**config.mk**
```make
export PLATFORM = sky130hd
export DESIGN_NAME = crahf_change
export DESIGN_NICKNAME = d
export VERILOG_FILES = /design/src/hdl/crahf_pkg.sv /design/src/hdl/crahf_change.sv
export SDC_FILE = /design/constraint.sdc
export NUM_CORES = 2
export LEC_CHECK = 0
export BUFFER_PORTS_ARGS = -buffer_cell sky130_fd_sc_hd__buf_2
export CORE_MARGIN = 2
export CORE_UTILIZATION = 43
export CTS_BUF_LIST = sky130_fd_sc_hd__clkbuf_16
export DETAILED_ROUTE_END_ITERATION = 10
export PLACE_DENSITY = 0.57
export SLEW_MARGIN = 30
export SYNTH_ARGS = -nofsm -noshare
export SYNTH_HDL_FRONTEND = slang
export SYNTH_SLANG_ARGS = --single-unit
```
**constraint.sdc**
```tcl
create_clock -name clk -period 15.5 [get_ports clk]
set_clock_uncertainty 0.2 [all_clocks]
set_input_delay 3.1 -clock clk [delete_from_list [all_inputs] [get_ports clk]]
set_output_delay 3.1 -clock clk [all_outputs]
set_load 0.01 [all_outputs]
```
**src/hdl/crahf_pkg.sv**
```systemverilog
// Package for the RSSI gate and amplitude-history filter.
// Shared constants, configuration register indexes and the frame and result words.
// Depends on nothing.
package crahf_pkg;

  // Default sizes of the block
  localparam int SUBCARRIERS_DEF    = 64;
  localparam int HISTORY_ROWS_DEF   = 10;
  localparam int AMPLITUDE_BITS_DEF = 16;

  // Fixed field widths
  localparam int ITEM_W      = 16;
  localparam int COUNT_W     = 32;
  localparam int PERMILLE_W  = 10;
  localparam int RSSI_W      = 8;
  localparam int CFG_INDEX_W = 1;

  localparam logic [ITEM_W-1:0]     ITEM_MAX     = 16'hFFFF;
  localparam logic [PERMILLE_W-1:0] PERMILLE_MAX = 10'd1000;

  // Deviation test scale: 1000 per mille times the quarter-LSB epsilon
  localparam int              SCALE_W  = 12;
  localparam logic [SCALE_W-1:0] SCALE_X4 = 12'd4000;

  // Rows summed per adder-tree leaf group
  localparam int GROUP_ROWS = 4;

  // Result queue depth, also the number of frames allowed in flight
  localparam int RESULT_FIFO_DEPTH = 16;

  // Configuration register indexes
  localparam logic [CFG_INDEX_W-1:0] REG_THRESHOLD  = 1'b0;
  localparam logic [CFG_INDEX_W-1:0] REG_AMP_ENABLE = 1'b1;

  // Per-frame facts carried alongside the deviation test
  typedef struct packed {
    logic                  amp;
    logic [PERMILLE_W-1:0] permille;
    logic                  passed;
    logic                  valid_in;
    logic [COUNT_W-1:0]    processed;
    logic [COUNT_W-1:0]    passed_n;
    logic [COUNT_W-1:0]    filtered;
  } frame_meta_t;

  // One result word
  typedef struct packed {
    logic               passed;
    logic               valid_out;
    logic [COUNT_W-1:0] processed;
    logic [COUNT_W-1:0] passed_n;
    logic [COUNT_W-1:0] filtered;
  } result_t;

endpackage

```
**src/hdl/crahf_change.sv**
```systemverilog
// Amplitude change test: mean of nonzero history rows against the frame mean.
// Fully pipelined with no stall, one frame per cycle.
// Depends on crahf_pkg.
module crahf_change #(
  parameter int SUBCARRIERS    = crahf_pkg::SUBCARRIERS_DEF,
  parameter int HISTORY_ROWS   = crahf_pkg::HISTORY_ROWS_DEF,
  parameter int AMPLITUDE_BITS = crahf_pkg::AMPLITUDE_BITS_DEF
) (
  input  logic                                                clk,
  input  logic                                                rst,
  input  logic                                                start,
  input  logic [AMPLITUDE_BITS+$clog2(SUBCARRIERS)-1:0]       sums [HISTORY_ROWS],
  input  logic [AMPLITUDE_BITS+crahf_pkg::ITEM_W-1:0]         frame_sum,
  input  logic [crahf_pkg::ITEM_W-1:0]                        frame_count,
  input  crahf_pkg::frame_meta_t                              meta,
  output logic                                                res_valid,
  output crahf_pkg::result_t                                  res
);
  import crahf_pkg::*;

  localparam int RSW = AMPLITUDE_BITS + $clog2(SUBCARRIERS);
  localparam int SW  = AMPLITUDE_BITS + ITEM_W;
  localparam int NG  = (HISTORY_ROWS + GROUP_ROWS - 1) / GROUP_ROWS;
  localparam int NP  = NG * GROUP_ROWS;
  localparam int GW  = RSW + 2;
  localparam int HW  = RSW + 4;
  localparam int VW  = $clog2(HISTORY_ROWS + 1);
  localparam int WW  = SW + VW + 1;
  localparam int LW  = WW + SCALE_W;

  logic [RSW-1:0] sums_pad [NP];

  // Stage valids
  logic e1_v, e2_v, e3_v, e4_v, e5_v, e6_v;

  logic [RSW-1:0]    e1_sums [NP];
  logic [SW-1:0]     e1_s, e2_s, e3_s;
  logic [ITEM_W-1:0] e1_n, e2_n, e3_n;
  frame_meta_t       e1_meta, e2_meta, e3_meta, e4_meta, e5_meta, e6_meta;

  logic [GW-1:0] gsum_c [NG];
  logic [2:0]    gcnt_c [NG];
  logic [GW-1:0] e2_gsum [NG];
  logic [2:0]    e2_gcnt [NG];

  logic [HW-1:0] h_c, e3_h, e4_h;
  logic [VW-1:0] v_c, e3_v_cnt;

  logic [WW-1:0] s_ext, n_ext, e4_sv, e4_nv;
  logic [WW-1:0] hh, diff_c, rhsa_c, e5_diff, e5_rhsa;
  logic [LW-1:0] e6_lhs, e6_rhs;

  // Pad the row sums up to whole leaf groups
  for (genvar r = 0; r < NP; r++) begin : g_pad
    if (r < HISTORY_ROWS) begin : g_row
      assign sums_pad[r] = sums[r];
    end else begin : g_zero
      assign sums_pad[r] = '0;
    end
  end

  // Leaf groups: sum and count the nonzero rows
  always_comb begin
    for (int g = 0; g < NG; g++) begin
      gsum_c[g] = '0;
      gcnt_c[g] = '0;
      for (int k = 0; k < GROUP_ROWS; k++) begin
        if (e1_sums[g*GROUP_ROWS+k] != '0) begin
          gsum_c[g] = gsum_c[g] + GW'(e1_sums[g*GROUP_ROWS+k]);
          gcnt_c[g] = gcnt_c[g] + 3'd1;
        end
      end
    end
  end

  // Root of the tree: history total and nonzero row count
  always_comb begin
    h_c = '0;
    v_c = '0;
    for (int g = 0; g < NG; g++) begin
      h_c = h_c + HW'(e2_gsum[g]);
      v_c = v_c + VW'(e2_gcnt[g]);
    end
  end

  assign s_ext = WW'(e3_s);
  assign n_ext = WW'(e3_n);

  // Absolute difference and right-hand base
  always_comb begin
    hh     = WW'(e4_h);
    diff_c = (e4_sv >= hh) ? (e4_sv - hh) : (hh - e4_sv);
    rhsa_c = (hh << 2) + e4_nv;
  end

  // Advance stage valids
  always_ff @(posedge clk) begin
    if (rst) begin
      e1_v <= 1'b0;
      e2_v <= 1'b0;
      e3_v <= 1'b0;
      e4_v <= 1'b0;
      e5_v <= 1'b0;
      e6_v <= 1'b0;
    end else begin
      e1_v <= start;
      e2_v <= e1_v;
      e3_v <= e2_v;
      e4_v <= e3_v;
      e5_v <= e4_v;
      e6_v <= e5_v;
    end
  end

  // Advance stage payload
  always_ff @(posedge clk) begin
    e1_sums <= sums_pad;
    e1_s    <= frame_sum;
    e1_n    <= frame_count;
    e1_meta <= meta;

    e2_gsum <= gsum_c;
    e2_gcnt <= gcnt_c;
    e2_s    <= e1_s;
    e2_n    <= e1_n;
    e2_meta <= e1_meta;

    e3_h     <= h_c;
    e3_v_cnt <= v_c;
    e3_s     <= e2_s;
    e3_n     <= e2_n;
    e3_meta  <= e2_meta;

    e4_sv   <= s_ext * e3_v_cnt;
    e4_nv   <= n_ext * e3_v_cnt;
    e4_h    <= e3_h;
    e4_meta <= e3_meta;

    e5_diff <= diff_c;
    e5_rhsa <= rhsa_c;
    e5_meta <= e4_meta;

    e6_lhs  <= LW'(e5_diff) * LW'(SCALE_X4);
    e6_rhs  <= LW'(e5_rhsa) * LW'(e5_meta.permille);
    e6_meta <= e5_meta;
  end

  // Final compare and result word
  assign res_valid = e6_v;
  assign res = '{
    passed:    e6_meta.passed,
    valid_out: e6_meta.valid_in | (e6_meta.amp & (e6_lhs > e6_rhs)),
    processed: e6_meta.processed,
    passed_n:  e6_meta.passed_n,
    filtered:  e6_meta.filtered
  };

endmodule

```
# Word-level counts from Yosys, hierarchy flattened
# Index checks and enable logic that the tools add are counted.
# word_totals
out_inout_bits	99
wordCells	138
regBits	1372
in_bits	380
# classes
n_mul	4
addsub	21
n_reduce_logical	10
n_bitwise	2
magnitude_cmp	2
muxes	21
# op_table
operator	count
nonzero test 22 bit	10
adder 24 x 22 -> 24 bit	7
2-to-1 mux 24 bit	7
2-to-1 mux 22 bit	3
greater-than comparator 49 x 47 -> 1 bit	1
multiplier 37 x 10 -> 47 bit	1
multiplier 37 x 7 -> 44 bit (second input constant)	1
2-to-1 mux 37 bit	1
subtractor 26 x 36 -> 37 bit	1
subtractor 36 x 26 -> 37 bit	1
greater-or-equal comparator 36 x 26 -> 1 bit	1
multiplier 32 x 4 -> 36 bit	1
adder 28 x 20 -> 29 bit	1
adder 25 x 24 -> 26 bit	1
adder 24 x 24 -> 25 bit	1
adder 3 x 1 -> 3 bit (second input constant)	7
2-to-1 mux 3 bit	7
multiplier 16 x 4 -> 20 bit	1
adder 3 x 3 -> 4 bit	1
adder 4 x 3 -> 4 bit	1
2-to-1 mux 1 bit	3
AND 1 bit	1
OR 1 bit	1

# Longest topological paths before layout
# logic_depth
ltp_word	8
mapped_depth	33
depth_no_buf	32

# Worst setup path before layout
# No wires, ideal clock.
# synth_timing
path_type	reg2reg
startpoint	register e1_sums[225] in the netlist's numbering
endpoint	register e2_gsum[69] in the netlist's numbering
n_path_buf	1
stages_incl_launch_ff	29
setup_time_ps	130
setup_slack_ps	9330
arrival_time_ps	5840
period_less_slack_ps	6170
t_required_ps	15170
path_cell_list	dfxtp_1 or4_1 or4_1 clkinv_1 buf_1 nand2_1 nand2_1 ha_1 inv_1 fa_1 nor2b_1 o21a_1 o21ai_0 a21oi_1 a211oi_1 o311a_1 xnor2_1 mux2_2 ha_1 a21o_1 a21o_1 a21o_1 a21o_1 a21o_1 or3_1 o21ai_0 xor2_1 o32a_1 o211ai_1
# synth_lines
item	line	text
from (decl)	crahf_change.sv:36	logic [RSW-1:0] e1_sums [NP];
from (signal assigned)	crahf_change.sv:117	e1_sums <= sums_pad;
to (signal assigned)	crahf_change.sv:122	e2_gsum <= gsum_c;
to (decl)	crahf_change.sv:43	logic [GW-1:0] e2_gsum [NG];

==> tab_implementation.tex <==
\begin{tabular}{lr}
\hline
Metric & Value \\
\hline
\multicolumn{2}{l}{\textbf{Finish}} \\
\quad Area growth from synthesis to layout & 12.9\% \\
\quad Antenna cell count & 0 \\
\quad Total number of nets in the final design & 7791 \\
\quad Cell Count, Final, Fillers Out & 8437 \\
\quad Share of post-route cells with drive strength above 1 & 12.2\% \\
\quad Count of fill cells added during filler insertion & 13622 \\
\multicolumn{2}{l}{\textbf{Worst hold path}} \\
\quad Hold WC Path Type & reg2reg \\
\multicolumn{2}{l}{\textbf{GRT}} \\
\quad Met3 Track Usage GR & 3.01\% \\
\quad Aggregate global routing overflow & 0 \\
\quad Met2 track demand over resource in global routing & 32.5\% \\
\quad Global routing met1 resource utilization & 23.3\% \\
\quad Layer with the highest usage & met2 \\
\quad Wire length of the first global-routing pass & 226 mm \\
\quad Via count of the first global-routing pass & 43253 \\
\quad GR Util All Layers & 18.6\% \\
\quad Maximum number of pins on one net before global-route repair & 49 \\
\quad Antenna violations before repair & 10 \\
\multicolumn{2}{l}{\textbf{Routing}} \\
\quad Total iterations of the first detailed-routing run & 5 \\
\quad Vias post-DR & 41812 \\
\quad DRC viols & 0 \\
\quad Vias per std cell & 4.96 \\
\quad Average wire per standard cell & 16.7 um \\
\quad Total wire length after detailed routing & 141 mm \\
\quad DR iter-0 viols & 1879 \\
\quad Count of antenna-violating nets left after detailed routing & 0 \\
\multicolumn{2}{l}{\textbf{Synthesis}} \\
\quad Yosys warning total & 0 \\
\quad Flip-flop and latch count after synthesis & 1356 \\
\quad Fraction of registers with async set or reset after synthesis & 0\% \\
\quad Number of enable flip-flop cells after synthesis & 0 \\
\quad Register area share after synthesis & 42.4\% \\
\quad Post-synthesis instance area & 0.0641 sq mm \\
\quad Post-Syn Nets & 7455 \\
\quad Number of different library cells in the post-synthesis netlist & 77 \\
\quad Post-Synthesis Cells & 6058 \\
\quad Mean area per synthesized cell & 10.6 sq um \\
\quad Most used flip-flop cell after synthesis & sky130\_fd\_sc\_hd\_\_dfxtp\_1 \\
\multicolumn{2}{l}{\textbf{CTS}} \\
\quad Worst-path clk slew & 0.06 ns \\
\quad Clock latency at the later pin of the worst-skew pair & 0.77 ns \\
\quad Setup fix buffers added after clock tree synthesis & 0 \\
\quad Clock root buffer & sky130\_fd\_sc\_hd\_\_clkbuf\_16 \\
\quad Count of cells resized by post-cts repair & 0 \\
\quad Maximum number of buffers from clock root to sink & 3 \\
\quad Clock tree from TritonCTS & done \\
\quad Maximum level of the CTS H-tree & 4 \\
\quad Total CTS buffers & 141 \\
\quad Clk sinks & 1356 \\
\quad Hold-fix buffers at CTS & 0 \\
\multicolumn{2}{l}{\textbf{Worst setup path}} \\
\quad Data required time at the worst endpoint & 15.96 ns \\
\quad Critical-path maximum fanout & 31 \\
\quad Data arrival time of the critical path & 7.56 ns \\
\quad Setup Crit Path Kind & reg2reg \\
\quad Type of element capturing the critical path & flop \\
\quad CP startpoint kind & flop \\
\multicolumn{2}{l}{\textbf{Floorplan}} \\
\quad Effective utilization at floorplan & 43.3\% \\
\quad Full die area & 0.152 sq mm \\
\quad Floorplan Core Area & 0.148 sq mm \\
\quad Die Wd & 390 um \\
\quad Count of pins on the block boundary & 479 \\
\quad Chip height & 390 um \\
\quad Number of rows created at floorplan & 141 \\
\multicolumn{2}{l}{\textbf{Placement}} \\
\quad Detailed-placement wirelength estimate & 112 mm \\
\quad Count of placed standard cells including taps & 8181 \\
\quad Final estimated routing congestion in global placement & 0.903 \\
\quad Placement-stage worst setup slack & 8.51 ns \\
\quad Number of input and output port buffers inserted & 478 \\
\multicolumn{2}{l}{\textbf{Outcome}} \\
\quad Result of the run & complete, no violations \\
\multicolumn{2}{l}{\textbf{STA}} \\
\quad Crit path setup slack, layout & 8.40 ns \\
\quad Timing-limited maximum frequency & 141 MHz \\
\quad Unrepaired setup endpoints after global routing & no \\
\quad Fraction of the cycle the final worst path needs & 45.8\% \\
\quad Final-report max-slew violation count & 0 \\
\quad Summed negative setup slack over all endpoints & 0 ns \\
\quad Setup Viol. Count Final & 0 \\
\quad Time the final worst path needs with I/O delays and setup & 7.10 ns \\
\quad Final Hold Fails & 0 \\
\quad Relative max-transition margin & 37.9\% \\
\quad Slew at the pin closest to its max-slew limit & 0.923 ns \\
\multicolumn{2}{l}{\textbf{Run}} \\
\quad Count of maximum capacitance violations & 0 \\
\hline
\end{tabular}
routing by layer:
layer | share of wire (%) | up-vias
met5 | 0.0078 | -
met3 | 4.0 | 257
met2 | 49 | 840
li1 | - | 20775
met4 | 2.9 | 2
met1 | 44 | 19938
worst max-delay path, cell delays in order (launching register included):
cell                        delay [ns]
sky130_fd_sc_hd__dfxtp_1          0.33
sky130_fd_sc_hd__nor4_1           0.50
sky130_fd_sc_hd__nand4_1          0.16
sky130_fd_sc_hd__or4_1            0.42
sky130_fd_sc_hd__buf_4            0.25
sky130_fd_sc_hd__inv_1            0.62
sky130_fd_sc_hd__o31ai_1          0.23
sky130_fd_sc_hd__ha_1             0.26
sky130_fd_sc_hd__a21o_1           0.18
sky130_fd_sc_hd__a21oi_1          0.32
sky130_fd_sc_hd__o31ai_1          0.19
sky130_fd_sc_hd__a2111oi_0        0.67
sky130_fd_sc_hd__o21ai_0          0.34
sky130_fd_sc_hd__a31oi_1          0.26
sky130_fd_sc_hd__xnor2_1          0.08
sky130_fd_sc_hd__mux2_2           0.28
sky130_fd_sc_hd__ha_1             0.35
sky130_fd_sc_hd__a21o_1           0.19
sky130_fd_sc_hd__a21o_1           0.13
sky130_fd_sc_hd__o31ai_1          0.07
sky130_fd_sc_hd__a211oi_1         0.31
sky130_fd_sc_hd__nor2_1           0.13
sky130_fd_sc_hd__nand2_1          0.08
sky130_fd_sc_hd__mux2i_1          0.06
sky130_fd_sc_hd__or3_1            0.36
kinds of logic (layout without fill, tap and decap cells):
group / count (synthesis) / count (layout) / share of synthesized area, %
DFF: 1356 / 1356 / 42.4
xor gates and xnor gates: 303 / 303 / 4.14
buffers and inverters: 838 / 1287 / 5.49
and+or+nand+nor: 1387 / 1387 / 10.5
AOI/OAI and AO/OA: 1099 / 1099 / 11.0
adders and majority gates: 1017 / 1017 / 25.5
muxes: 58 / 58 / 0.990
registers in the layout (all words and copies together) (netlist names), 36 cells and up:
| register | flops |
|---|---|
| e3_meta | 109 |
| e6_rhs | 41 |
| e2_meta | 109 |
| e2_gsum | 71 |
| e1_sums | 220 |
| e4_sv | 36 |
| e4_meta | 109 |
| e1_meta | 109 |
| res | 97 |
| e5_diff | 37 |
| e6_lhs | 44 |
| e5_meta | 109 |
final cells by class:
type / count / area (sq um) / area share, %
clock inverters: 115 / 1210 / 1.68
multi-input cells: 3864 / 33400 / 46.2
flip-flops and latches: 1356 / 27100 / 37.5
clock buffers: 141 / 3530 / 4.88
inverters: 528 / 1980 / 2.74
well taps: 1930 / 2410 / 3.34
repair buffers: 503 / 2580 / 3.57
placed cells by master (no fill, tap or decap), types with 166 or more instances in the layout:
cell type / instances
sky130_fd_sc_hd__ha_1: 539
sky130_fd_sc_hd__xnor2_1: 204
sky130_fd_sc_hd__fa_1: 478
sky130_fd_sc_hd__o21ai_0: 210
sky130_fd_sc_hd__inv_1: 556
sky130_fd_sc_hd__a21o_1: 166
sky130_fd_sc_hd__and2_1: 191
sky130_fd_sc_hd__a21oi_1: 330
sky130_fd_sc_hd__nand2_1: 551
sky130_fd_sc_hd__buf_2: 478
sky130_fd_sc_hd__nor2_1: 216
sky130_fd_sc_hd__dfxtp_1: 1355
final timing paths:
path	startpoint	to	slack, ns	cells after the start
max	e1_sums[133]	e2_gsum[47]	8.40	24
min	e4_meta[5]	e5_meta[5]	0.11	0
max reg2reg	e1_sums[133]	e2_gsum[47]	8.40	24
min reg2reg	e4_meta[5]	e5_meta[5]	0.11	0
synth_stat cells (9+ instances only):
cell type / number / area share (%)
sky130_fd_sc_hd__or2_2: 19 / 0.19
sky130_fd_sc_hd__a31o_2: 9 / 0.12
sky130_fd_sc_hd__a21boi_0: 21 / 0.25
sky130_fd_sc_hd__a31oi_1: 38 / 0.37
sky130_fd_sc_hd__and3_1: 33 / 0.32
sky130_fd_sc_hd__mux2i_1: 15 / 0.23
sky130_fd_sc_hd__nand4_1: 50 / 0.49
sky130_fd_sc_hd__a21o_1: 166 / 1.9
sky130_fd_sc_hd__o21ai_0: 211 / 1.6
sky130_fd_sc_hd__dfxtp_1: 1356 / 42
sky130_fd_sc_hd__mux2_2: 43 / 0.76
sky130_fd_sc_hd__xor2_1: 99 / 1.4
sky130_fd_sc_hd__or4_1: 22 / 0.26
sky130_fd_sc_hd__o211ai_1: 25 / 0.29
sky130_fd_sc_hd__a211oi_1: 37 / 0.43
sky130_fd_sc_hd__nand3_1: 56 / 0.44
sky130_fd_sc_hd__o31ai_1: 29 / 0.34
sky130_fd_sc_hd__buf_4: 98 / 1.1
sky130_fd_sc_hd__ha_1: 539 / 11
sky130_fd_sc_hd__a2111oi_0: 15 / 0.21
sky130_fd_sc_hd__a211o_1: 9 / 0.12
sky130_fd_sc_hd__clkbuf_1: 201 / 1.2
sky130_fd_sc_hd__fa_1: 478 / 15
sky130_fd_sc_hd__or3_1: 18 / 0.18
sky130_fd_sc_hd__xnor2_1: 204 / 2.8
sky130_fd_sc_hd__nor4_1: 59 / 0.58
sky130_fd_sc_hd__nand2b_1: 35 / 0.34
sky130_fd_sc_hd__inv_1: 527 / 3.1
sky130_fd_sc_hd__and2_1: 191 / 1.9
sky130_fd_sc_hd__o31a_1: 19 / 0.26
sky130_fd_sc_hd__nor3_1: 52 / 0.41
sky130_fd_sc_hd__a21oi_1: 330 / 2.6
sky130_fd_sc_hd__nand2_1: 551 / 3.2
sky130_fd_sc_hd__nor2_1: 216 / 1.3
sky130_fd_sc_hd__o2111ai_1: 9 / 0.12
sky130_fd_sc_hd__nor2b_1: 46 / 0.45
sky130_fd_sc_hd__o21bai_1: 53 / 0.62
sky130_fd_sc_hd__nor3b_1: 12 / 0.14
sky130_fd_sc_hd__o21a_1: 49 / 0.57
stage by stage:
stage / util [%] / hold WS [ns] / cell area [sq um]
global route: 48.9 / 0.114 / 72300
floorplan: - / 0.110 / 64100
detailed placement: 45.7 / 0.112 / 67600
finish: 48.9 / 0.113 / 72300
CTS: 48.9 / 0.111 / 72300
global placement: 45.7 / 0.109 / 67600
Power is left out: the tool's default activity adds up to more than one toggle a clock period on the data nets, which glitch-free logic cannot reach.
