### src/hdl/crahf_ram.sv
// Generic single-clock RAM: one write port, one read port, registered read.
// Read during a write to the same address returns the old contents.
// Depends on nothing.
module crahf_ram #(
  parameter int WIDTH = 16,
  parameter int DEPTH = 64
) (
  input  logic                                   clk,
  input  logic                                   wr_en,
  input  logic [((DEPTH > 1) ? $clog2(DEPTH) : 1)-1:0] wr_addr,
  input  logic [WIDTH-1:0]                       wr_data,
  input  logic                                   rd_en,
  input  logic [((DEPTH > 1) ? $clog2(DEPTH) : 1)-1:0] rd_addr,
  output logic [WIDTH-1:0]                       rd_data
);

  logic [WIDTH-1:0] mem [DEPTH];

  // Write and registered read
  always_ff @(posedge clk) begin
    if (wr_en) begin
      mem[wr_addr] <= wr_data;
    end
    if (rd_en) begin
      rd_data <= mem[rd_addr];
    end
  end

endmodule

### config.mk
export PLATFORM = sky130hd
export DESIGN_NAME = crahf_ram
export DESIGN_NICKNAME = d
export VERILOG_FILES = /design/src/hdl/crahf_ram.sv
export SDC_FILE = /design/constraint.sdc
export NUM_CORES = 1
export LEC_CHECK = 0
export BUFFER_PORTS_ARGS = -buffer_cell sky130_fd_sc_hd__clkbuf_2
export CELL_PAD_IN_SITES_DETAIL_PLACEMENT = 1
export CELL_PAD_IN_SITES_GLOBAL_PLACEMENT = 1
export CORE_MARGIN = 5
export CORE_UTILIZATION = 41
export DETAILED_ROUTE_END_ITERATION = 16
export HOLD_SLACK_MARGIN = 0.02
export PLACE_DENSITY = 0.57
export SYNTH_ARGS = -nofsm -noshare
export SYNTH_HDL_FRONTEND = slang
export SYNTH_SLANG_ARGS = --single-unit
### constraint.sdc
create_clock -name clk -period 3.65 [get_ports clk]
set_clock_uncertainty 0.2 [all_clocks]
set_input_delay 0.9125 -clock clk [delete_from_list [all_inputs] [get_ports clk]]
set_output_delay 0.9125 -clock clk [all_outputs]
set_load 0.02 [all_outputs]
=== Word-level counts from Yosys, hierarchy flattened ===
Memory sizes are Yosys's and may differ from the RTL's. A register that Yosys moved wholly into a read port is not among the register bits.
Cells that the tools add are included.

* Register bits after elaboration: 0
* Bits in writable memories: 1024
* Bits of input ports: 31
* Output and inout port bits: 16
* Word-level logic and storage cells: 3
* Memories kept: 1

{| class="wikitable"
|+ Memories
! memory !! words !! width !! rd ports !! clocked after Yosys merged registers in !! wr ports !! line !! RTL
|-
| mem || 64 || 16 || 1 || 1 || 1 || 17 || <nowiki>logic [WIDTH-1:0] mem [DEPTH];</nowiki>
|}

* Mux-type cells: 2

{| class="wikitable"
|+ Operators by type and width
! kind !! count
|-
| 2-to-1 mux 1 bit || 2
|}

=== Depth between registers and ports, before layout ===
Gate-level depths: netlist (run 1).

* Word-level depth: 2
* Mapped depth: 10
* Depth with buffers taken out: 5

=== Worst setup path before layout (run 1) ===
No wires, ideal clock.

* Kind: input port to flip-flop
* Start: input port wr_addr[3] (netlist name)
* End: memory mem[48][0], enable pin
* Setup time: 0.409 ns
* Data arrival time: 2.538 ns
* Data required time: 3.041 ns
* Path slack: 0.503 ns
* Stages on the path: 4
* Buffers on the path: 1
* Cell sequence: clkbuf_1 nor2b_1 nand4b_1 nor3_1

{| class="wikitable"
|+ RTL lines
! what !! line !! RTL
|-
| start, declared || 10 || <nowiki>input logic [((DEPTH > 1) ? $clog2(DEPTH) : 1)-1:0] wr_addr,</nowiki>
|-
| end, declared || 17 ||
|}

Straight into the memory's write port.

==> results of run 1 <==
==> per-stage QoR <==
stage	TNS (ns)	std cells	hold WS (ns)	util	area, um2
floorplan	0	1829	0.628	-	40200
global placement	-0.0260	3255	0.666	0.445	43200
detailed placement	0	3255	0.707	0.445	43200
CTS	0	3454	0.391	0.480	46500
global route	0	3454	0.392	0.480	46500
finish	0	3458	0.398	0.480	46500
==> routing by layer <==
| metal | global-route usage | part of all wire |
|---|---|---|
| met5 | 0 | 0.00050 |
| met1 | 0.281 | 0.42 |
| met2 | 0.329 | 0.48 |
| met4 | 0.0551 | 0.027 |
| met3 | 0.0444 | 0.065 |
==> worst paths after layout <==
check | end | slack [ns] | cells past startpoint
setup reg to reg | rd_data[11]$_DFFE_PP_ | 1.12 | 6
hold reg to reg | rd_data[12]$_DFFE_PP_ | 0.71 | 5
hold / removal | mem[14][3]$_DFFE_PP_ | 0.40 | 1
setup / recovery | rd_data[11]$_DFFE_PP_ | 0.70 | 8
==> registers in the layout, indices dropped and copies added (netlist names) <==
signal,count
mem,1024
rd_data,16
==> critical path, cell delays in order <==
cell	delay (ns)
sky130_fd_sc_hd__buf_8	0.14
sky130_fd_sc_hd__buf_12	0.25
sky130_fd_sc_hd__buf_4	0.27
sky130_fd_sc_hd__mux4_2	0.52
sky130_fd_sc_hd__a211o_1	0.30
sky130_fd_sc_hd__a31oi_1	0.46
sky130_fd_sc_hd__buf_4	0.20
sky130_fd_sc_hd__a311oi_1	0.04
==> cells by family (layout without fill, tap and decap cells) <==
| logic type | Yosys count | count (layout) | share of synthesized area |
|---|---|---|---|
| buffers and inverters | 104 | 453 | 0.0182 |
| other | 0 | 4 | 0 |
| muxes | 336 | 336 | 0.155 |
| DFF | 1040 | 1040 | 0.777 |
| and+or+nand+nor | 220 | 220 | 0.0264 |
| AOI/OAI and AO/OA | 129 | 129 | 0.0240 |
==> cells in the final DEF (no fill, tap or decap), types with 14 or more instances in the layout <==
cell type,n
sky130_fd_sc_hd__edfxtp_1,1040
sky130_fd_sc_hd__mux4_2,220
sky130_fd_sc_hd__buf_4,186
sky130_fd_sc_hd__clkbuf_16,113
sky130_fd_sc_hd__mux2i_1,85
sky130_fd_sc_hd__nor2_1,72
sky130_fd_sc_hd__nand2_1,59
sky130_fd_sc_hd__clkbuf_2,43
sky130_fd_sc_hd__a22oi_1,39
sky130_fd_sc_hd__clkinv_1,33
sky130_fd_sc_hd__nor2b_1,30
sky130_fd_sc_hd__mux2_2,27
sky130_fd_sc_hd__clkbuf_1,25
sky130_fd_sc_hd__nand3_1,24
sky130_fd_sc_hd__buf_12,22
sky130_fd_sc_hd__a21oi_1,17
sky130_fd_sc_hd__a221oi_1,16
sky130_fd_sc_hd__clkinv_2,14
==> where the power goes <==
group	internal, mW	switching, mW
clock network	6.05	4.47
registers	13.3	0.0396
logic	0.530	0.849
==> area by class of cell <==
class	count	area (um2)
Antenna cell	4	10.0
Clock buffer	138	2920
Clock inverter	61	449
Fill cell	8776	50400
Multi-Input combinational cell	685	8250
Sequential cell	1040	31200
Tap cell	1276	1600
Timing Repair Buffer	254	2090
==> flow_metrics.env, run 1 <==
export IMPL_status="finished clean"
export IMPL_routed_via_count=19500
export IMPL_period_minus_slack_ns=2.95
export IMPL_vias_in_the_first_global_route=20800
export IMPL_max_freq_ghz=0.339
export IMPL_coreArea_um2=97000
export IMPL_detail_route_wirelength_um=105000
export IMPL_worst_ep_required_time_ns=3.87
export IMPL_numCtsBuffers=109
export IMPL_grt_ovf=0
export IMPL_synthTopCellsByArea="sky130_fd_sc_hd__edfxtp_1 (78%), sky130_fd_sc_hd__mux4_2 (12%), sky130_fd_sc_hd__mux2i_1 (2.1%)"
export IMPL_hold_class="in -> reg"
export IMPL_timing_max_cap_violations=0
export IMPL_vdd_drop_max_mv=0.570
export IMPL_clock_tree_root_buffer_cell="sky130_fd_sc_hd__clkbuf_16"
export IMPL_worst_setup_hold_path_clk_slew_ns=0.06
export IMPL_netlist_instances=1829
export IMPL_groute_usage_overall=0.203
export IMPL_fin_total_pwr_mw=25.2
export IMPL_dp_slack_ns=0.0173
export IMPL_ioPinCount=47
export IMPL_postSynthRegisterBits=1040
export IMPL_fin_crit_sh=0.808
export IMPL_numPortBuffers=46
export IMPL_dp_hpwl_um=66900
export IMPL_postCtsSetupRepairBufs=0
export IMPL_post_route_cells_drive_above_1_share=0.299
export IMPL_die_area_um2=104000
export IMPL_cts_hold_buf=0
export IMPL_crit_arrival_ns=3.17
export IMPL_start_util=0.414
export IMPL_fp_dieW_um=323
export IMPL_layout_nets=2121
export IMPL_netlist_area_leader_share=0.777
export IMPL_cts_htree_levels=3
export IMPL_path_class="in -> reg"
export IMPL_path_max_fanout=28
export IMPL_wire_per_inst_um=30.5
export IMPL_timing_hold_violations_final=0
export IMPL_synthToLayoutAreaGrowth_pct=15.8
export IMPL_drt_first_iter_violations=2040
export IMPL_yosys_area_top_type="sky130_fd_sc_hd__edfxtp_1"
export IMPL_cts_max_path_buffers=3
export IMPL_synthDistinctLibCells=42
export IMPL_setup_worst_path_start_class="input port"
export IMPL_crit_path_start="rd_addr[0]"
export IMPL_setup_violations=0
export IMPL_timing_critical_path_to_type="flop"
export IMPL_ys_flop_type="sky130_fd_sc_hd__edfxtp_1"
export IMPL_synthMostInstantiatedCell="sky130_fd_sc_hd__edfxtp_1"
export IMPL_detail_route_antenna_nets=0
export IMPL_post_synth_net_total=1860
export IMPL_synth_area_per_cell_um2=22.0
export IMPL_holdCritStartpoint="wr_data[3]"
export IMPL_regToRegStartpoint="mem[21][11]$_DFFE_PP_"
export IMPL_finalWorstSetupSlack_ns=0.699
export IMPL_mappedNetlistArea_um2=40200
export IMPL_p_per_area_nw_per_um2=541
export IMPL_drtPass1Iterations=5
export IMPL_grt_first_pass_wirelength_um=151000
export IMPL_routabilityCongestion=0.792
export IMPL_row_count=114
export IMPL_clkSinkCount=1040
export IMPL_yosys_top_cells_count="sky130_fd_sc_hd__edfxtp_1 (1040), sky130_fd_sc_hd__mux4_2 (220), sky130_fd_sc_hd__mux2i_1 (85), sky130_fd_sc_hd__nor2_1 (72), sky130_fd_sc_hd__nand2_1 (59)"
export IMPL_worstMarginPinSlew_ns=0.997
export IMPL_synth_edff_count=1040
export IMPL_cts_resized=0
export IMPL_rsz0062_at_grt="false"
export IMPL_antenna_found_initial=13
export IMPL_slew_headroom=0.335
export IMPL_clk_insertion_delay_late_ns=0.69
export IMPL_synth_async_reset_ratio=0
export IMPL_height_of_the_die_um=323
export IMPL_cts_tree="done"
export IMPL_count_of_unresolved_drc_violations_after_routing=0
export IMPL_leakagePower_nw=14.9
export IMPL_synth_yosys_warnings=0
export IMPL_detail_route_vias_per_cell=5.65
export IMPL_final_max_slew_viol_count=0
export IMPL_yosysSeqAreaShare=0.777
export IMPL_grt_start_max_net_pins=65
No activity file was read; power rests on OpenSTA's default activity.
==> inputs of run 2 (changes only) <==
PLACE_DENSITY = 0.59   (was 0.57)
clock period = 2.5 ns   (was 3.65 ns; I/O delays follow)
==> run 2 against run 1 <==
Combinational power is 61% higher. Flip-flop and latch count stayed put. Cell count is 2.7% higher.
==> flow_metrics.env, run 2 (synthesis results as in run 1) <==
export IMPL_status="finished clean"
export IMPL_cts_htree_levels=3
export IMPL_grt_start_max_net_pins=65
export IMPL_cts_max_path_buffers=3
export IMPL_numCtsBuffers=108
export IMPL_intPower_mw=29.1
export IMPL_timing_hold_violations_final=0
export IMPL_clock_tree_root_buffer_cell="sky130_fd_sc_hd__clkbuf_16"
export IMPL_detail_route_vias_per_cell=5.63
export IMPL_worst_ep_required_time_ns=2.74
export IMPL_path_max_fanout=13
export IMPL_ioPinCount=47
export IMPL_largest_register="mem"
export IMPL_crit_arrival_ns=2.71
export IMPL_power_share_of_the_combinational_group=0.060
export IMPL_detail_route_antenna_nets=0
export IMPL_cts_hold_buf=0
export IMPL_timing_max_cap_violations=0
export IMPL_setup_violations=0
export IMPL_fin_crit_sh=0.988
export IMPL_timing_critical_path_to_type="flop"
export IMPL_drtPass1Iterations=5
export IMPL_routed_via_count=20000
export IMPL_clkSinkCount=1040
export IMPL_worst_setup_hold_path_clk_slew_ns=0.06
export IMPL_numPortBuffers=46
export IMPL_power_switching_share=0.214
export IMPL_placedCellCount=3348
export IMPL_post_route_cells_drive_above_1_share=0.342
export IMPL_seq_power_share=0.523
export IMPL_cts_tree="done"
export IMPL_slew_headroom=0.435
export IMPL_routabilityCongestion=0.808
export IMPL_drt_first_iter_violations=1803
export IMPL_hold_class="in -> reg"
export IMPL_layout_cells_most_common_list="sky130_fd_sc_hd__edfxtp_1 (1040), sky130_fd_sc_hd__mux4_2 (220), sky130_fd_sc_hd__buf_4 (205)"
export IMPL_wire_per_inst_um=30.4
export IMPL_final_common_cell="sky130_fd_sc_hd__edfxtp_1"
export IMPL_layout_nets=2213
export IMPL_setup_tns_ns=0
export IMPL_groute_usage_overall=0.209
export IMPL_coreArea_um2=97000
export IMPL_detail_route_wirelength_um=108000
export IMPL_worstMarginPinSlew_ns=0.847
export IMPL_height_of_the_die_um=323
export IMPL_dp_hpwl_um=67000
export IMPL_period_minus_slack_ns=2.47
export IMPL_path_class="in -> reg"
export IMPL_reg_top3="mem x1024, rd_data x16"
export IMPL_row_count=114
export IMPL_finalInstanceArea_um2=48300
export IMPL_largest_register_ffs=1024
export IMPL_clk_insertion_delay_late_ns=0.69
export IMPL_final_max_slew_viol_count=0
export IMPL_placedInstanceArea_um2=44900
export IMPL_setup_worst_path_start_class="input port"
export IMPL_leakagePower_nw=15.6
export IMPL_max_freq_ghz=0.405
export IMPL_total_switching_power_mw=7.93
export IMPL_p_per_area_nw_per_um2=768
export IMPL_die_area_um2=104000
export IMPL_finish_cell_count_without_fillers=3550
export IMPL_grt_first_pass_wirelength_um=156000
export IMPL_power_clock_fraction=0.417
export IMPL_vdd_drop_max_mv=0.640
export IMPL_antenna_found_initial=5
export IMPL_count_of_unresolved_drc_violations_after_routing=0
export IMPL_start_util=0.414
export IMPL_fp_dieW_um=323
export IMPL_synthToLayoutAreaGrowth_pct=20.1
export IMPL_grt_ovf=0
export IMPL_postCtsSetupRepairBufs=0
export IMPL_rsz0062_at_grt="false"
export IMPL_vias_in_the_first_global_route=21300
-- run 2: changes by cell type in the layout (fill, tap and decap cells not counted), sizes merged --
| cell | change |
|---|---|
| bufinv | +1 |
| buf | +93 |
| clkinvlp | +3 |
| clkbuf | -3 |
| inv | -1 |
| clkinv | -1 |
-- run 2: critical path, cell delays in order --
cell and delay, ns:
sky130_fd_sc_hd__buf_12 0.17, sky130_fd_sc_hd__buf_12 0.20, sky130_fd_sc_hd__buf_12 0.18, sky130_fd_sc_hd__mux4_2 0.52, sky130_fd_sc_hd__mux2_2 0.28, sky130_fd_sc_hd__nand2_1 0.07, sky130_fd_sc_hd__nand4_1 0.29, sky130_fd_sc_hd__and4_1 0.30
-- run 2: routing by layer --
| metal | GRT usage | routed length [um] | vias to the layer above |
|---|---|---|---|
| met4 | 0.0459 | 2140 | 4 |
| met5 | 0 | 27 | - |
| met2 | 0.343 | 52700 | 562 |
| met1 | 0.295 | 46400 | 10900 |
| met3 | 0.0398 | 6470 | 134 |
| li1 | - | - | 8425 |
-- run 2: path summary, 6_finish.rpt --
kind,start,end,slack (ns),depth (start not counted)
setup / recovery,rd_addr[0],rd_data[10]$_DFFE_PP_,0.03,8
hold / removal,wr_data[6],mem[54][6]$_DFFE_PP_,0.23,2
hold reg to reg,mem[10][12]$_DFFE_PP_,rd_data[12]$_DFFE_PP_,0.75,4
setup reg to reg,mem[16][0]$_DFFE_PP_,rd_data[0]$_DFFE_PP_,0.23,7
-- run 2: repair_timing --
item | 4_1_cts | 5_1_grt
resized for setup | 0 | 3
endpoints found under the setup margin | 0 | 2
endpoints found under the hold margin | 0 | 0
-- run 2: power by group through the flow --
stage | clock, mW | combinational [mW] | sequential, mW
after floorplan | 0 | 1.01 | 19.8
after global placement | 0 | 2.19 | 19.8
after detailed placement | 0 | 2.24 | 19.8
after CTS | 15.8 | 2.24 | 19.4
after global routing | 16.7 | 2.34 | 19.4
final | 15.5 | 2.22 | 19.4
-- run 2: area by class of cell --
| class | count | area, um2 |
|---|---|---|
| fillers | 8705 | 48700 |
| well taps | 1276 | 1600 |
| diodes | 4 | 10.0 |
| repair buffers | 347 | 3730 |
| flip-flops and latches | 1040 | 31200 |
| multi-input cells | 685 | 8320 |
| clock inverters | 63 | 519 |
| clock buffers | 135 | 2890 |
-- run 2: per-stage QoR --
| step | hold slack (ns) | util | power, mW | setup WS, ns |
|---|---|---|---|---|
| floorplan | 0.524 | - | 20.8 | -0.283 |
| global placement | 0.725 | 0.462 | 21.9 | -0.714 |
| detailed placement | 0.743 | 0.462 | 22.0 | -0.751 |
| CTS | 0.214 | 0.498 | 37.5 | 0.00429 |
| global route | 0.221 | 0.498 | 38.4 | 0.0479 |
| finish | 0.233 | 0.498 | 37.1 | 0.0311 |
==> inputs of run 3 (changes only) <==
PLACE_DENSITY = 0.57   (was 0.59)
clock period = 2.4 ns   (was 2.5 ns; I/O delays follow)
==> run 3 against run 2 <==
Cell count shrank 0.25%. Largest cell class unchanged. Wire length grew 0.52%. Largest power group unchanged. Critical path depth grew 1.
==> flow_metrics.env, run 3 (synthesis results as in run 1) <==
export IMPL_status="finished clean"
export IMPL_timing_hold_violations_final=0
export IMPL_wire_per_inst_um=30.6
export IMPL_drtPass1Iterations=5
export IMPL_cts_htree_levels=3
export IMPL_p_per_area_nw_per_um2=790
export IMPL_hold_class="in -> reg"
export IMPL_final_common_cell="sky130_fd_sc_hd__edfxtp_1"
export IMPL_grt_start_max_net_pins=65
export IMPL_leakagePower_nw=15.6
export IMPL_post_route_cells_drive_above_1_share=0.356
export IMPL_grt_first_pass_wirelength_um=155000
export IMPL_finish_cell_count_without_fillers=3541
export IMPL_slew_headroom=0.433
export IMPL_finalInstanceArea_um2=48400
export IMPL_routabilityCongestion=0.809
export IMPL_critical_path_slowest_cell="sky130_fd_sc_hd__mux4_2"
export IMPL_timing_max_cap_violations=0
export IMPL_critical_path_max_stage_delay_ns=0.53
export IMPL_numPortBuffers=46
export IMPL_largest_register="mem"
export IMPL_reg2reg_depth=7
export IMPL_layout_nets=2203
export IMPL_routed_via_count=19900
export IMPL_clock_tree_root_buffer_cell="sky130_fd_sc_hd__clkbuf_16"
export IMPL_cts_max_path_buffers=3
export IMPL_largest_register_ffs=1024
export IMPL_setup_tns_ns=0
export IMPL_setup_worst_path_start_class="input port"
export IMPL_fp_dieW_um=323
export IMPL_worst_setup_hold_path_clk_slew_ns=0.06
export IMPL_detail_route_wirelength_um=108000
export IMPL_groute_usage_overall=0.208
export IMPL_clk_insertion_delay_late_ns=0.67
export IMPL_worst_r2r_endpoint="rd_data[11]$_DFFE_PP_"
export IMPL_height_of_the_die_um=323
export IMPL_setup_violations=0
export IMPL_period_minus_slack_ns=2.38
export IMPL_count_of_unresolved_drc_violations_after_routing=0
export IMPL_final_max_slew_viol_count=0
export IMPL_fin_crit_sh=0.993
export IMPL_die_area_um2=104000
export IMPL_regToRegStartpoint="mem[27][11]$_DFFE_PP_"
export IMPL_drt_first_iter_violations=1934
export IMPL_start_util=0.414
export IMPL_dp_hpwl_um=68100
export IMPL_most_repeated_library_cell_on_the_critical_path="sky130_fd_sc_hd__buf_4"
export IMPL_placedInstanceArea_um2=44900
export IMPL_vias_in_the_first_global_route=20800
export IMPL_reg_top3="mem x1024, rd_data x16"
export IMPL_clkSinkCount=1040
export IMPL_rsz0062_at_grt="false"
export IMPL_worstMarginPinSlew_ns=0.850
export IMPL_crit_chain="buf_12, buf_16, mux4_2, mux2i_1, buf_4, nand3_1, a31oi_1, buf_4, a311oi_1"
export IMPL_holdWs_ns=0.206
export IMPL_cts_tree="done"
export IMPL_numCtsBuffers=108
export IMPL_detail_route_vias_per_cell=5.63
export IMPL_r2r_slack_ns=0.04
export IMPL_path_max_fanout=17
export IMPL_synthToLayoutAreaGrowth_pct=20.5
export IMPL_detail_route_antenna_nets=0
export IMPL_path_class="in -> reg"
export IMPL_setup_worst_path_end="rd_data[11]$_DFFE_PP_"
export IMPL_crit_path_start="rd_addr[0]"
export IMPL_worst_ep_required_time_ns=2.59
export IMPL_vdd_drop_max_mv=0.534
export IMPL_grt_ovf=0
export IMPL_placedCellCount=3330
export IMPL_row_count=114
export IMPL_crit_arrival_ns=2.57
export IMPL_fin_total_pwr_mw=38.3
export IMPL_max_freq_ghz=0.420
export IMPL_ioPinCount=47
export IMPL_coreArea_um2=97000
export IMPL_layout_cells_most_common_list="sky130_fd_sc_hd__edfxtp_1 (1040), sky130_fd_sc_hd__mux4_2 (224), sky130_fd_sc_hd__buf_4 (182)"
export IMPL_antenna_found_initial=10
export IMPL_timing_critical_path_to_type="flop"
-- run 3: final cells by class --
cell class                 count  area [um2]
fill                        8634       48600
clock inverter                62         413
multi-input combinational    685        8490
timing repair buffer         337        3830
tap                         1276        1600
sequential                  1040       31200
antenna                        6        15.0
clock buffer                 135        2870
-- run 3: per-stage QoR --
stage | setup WS, ns | util
floorplan | -0.358 | -
global placement | -1.01 | 0.463
detailed placement | -1.06 | 0.463
CTS | -0.0401 | 0.498
global route | 0.000599 | 0.499
finish | 0.0177 | 0.499
-- run 3: what timing repair did --
item | CTS | global route
gates resized for setup | 14 | 10
cloned | 0 | 1
buffers inserted | 0 | 7
hold buffers | 0 | 0
pin swaps | 2 | 6
setup endpoints to repair | 8 | 10
-- run 3: power breakdown --
part | switching [mW] | total, mW | internal, mW
Clock | 6.81 | 15.7 | 8.85
Combinational | 1.41 | 2.39 | 0.977
Sequential | 0.0623 | 20.2 | 20.1
-- run 3: worst min path at each step --
| stage | startpoint | end | slack [ns] | depth (start not counted) |
|---|---|---|---|---|
| 2_1_floorplan | wr_data[0] | mem[0][0]$_DFFE_PP_ | 0.50 | 0 |
| 3_3_place_gp | mem[40][13]$_DFFE_PP_ | rd_data[13]$_DFFE_PP_ | 0.74 | 4 |
| 3_5_place_dp | mem[32][2]$_DFFE_PP_ | rd_data[2]$_DFFE_PP_ | 0.79 | 4 |
| 4_1_cts | wr_data[7] | mem[57][7]$_DFFE_PP_ | 0.16 | 1 |
| 5_1_grt | wr_data[7] | mem[57][7]$_DFFE_PP_ | 0.18 | 1 |
| 6_report | wr_data[7] | mem[57][7]$_DFFE_PP_ | 0.21 | 1 |
-- run 3: worst max-delay path, delay by kind of cell --
family | cells | cell delay, ns
mux | 2 | 0.71
buf+inv | 4 | 0.74
simple gates | 1 | 0.19
compound gates | 2 | 0.29
-- run 3: routing by layer --
layer,global-route usage,up-vias,wire [um]
met1,0.318,10800,49200
met3,0.0355,104,6730
met4,0.0460,0,1710
li1,-,8410,-
met5,0,-,0
met2,0.320,592,50600
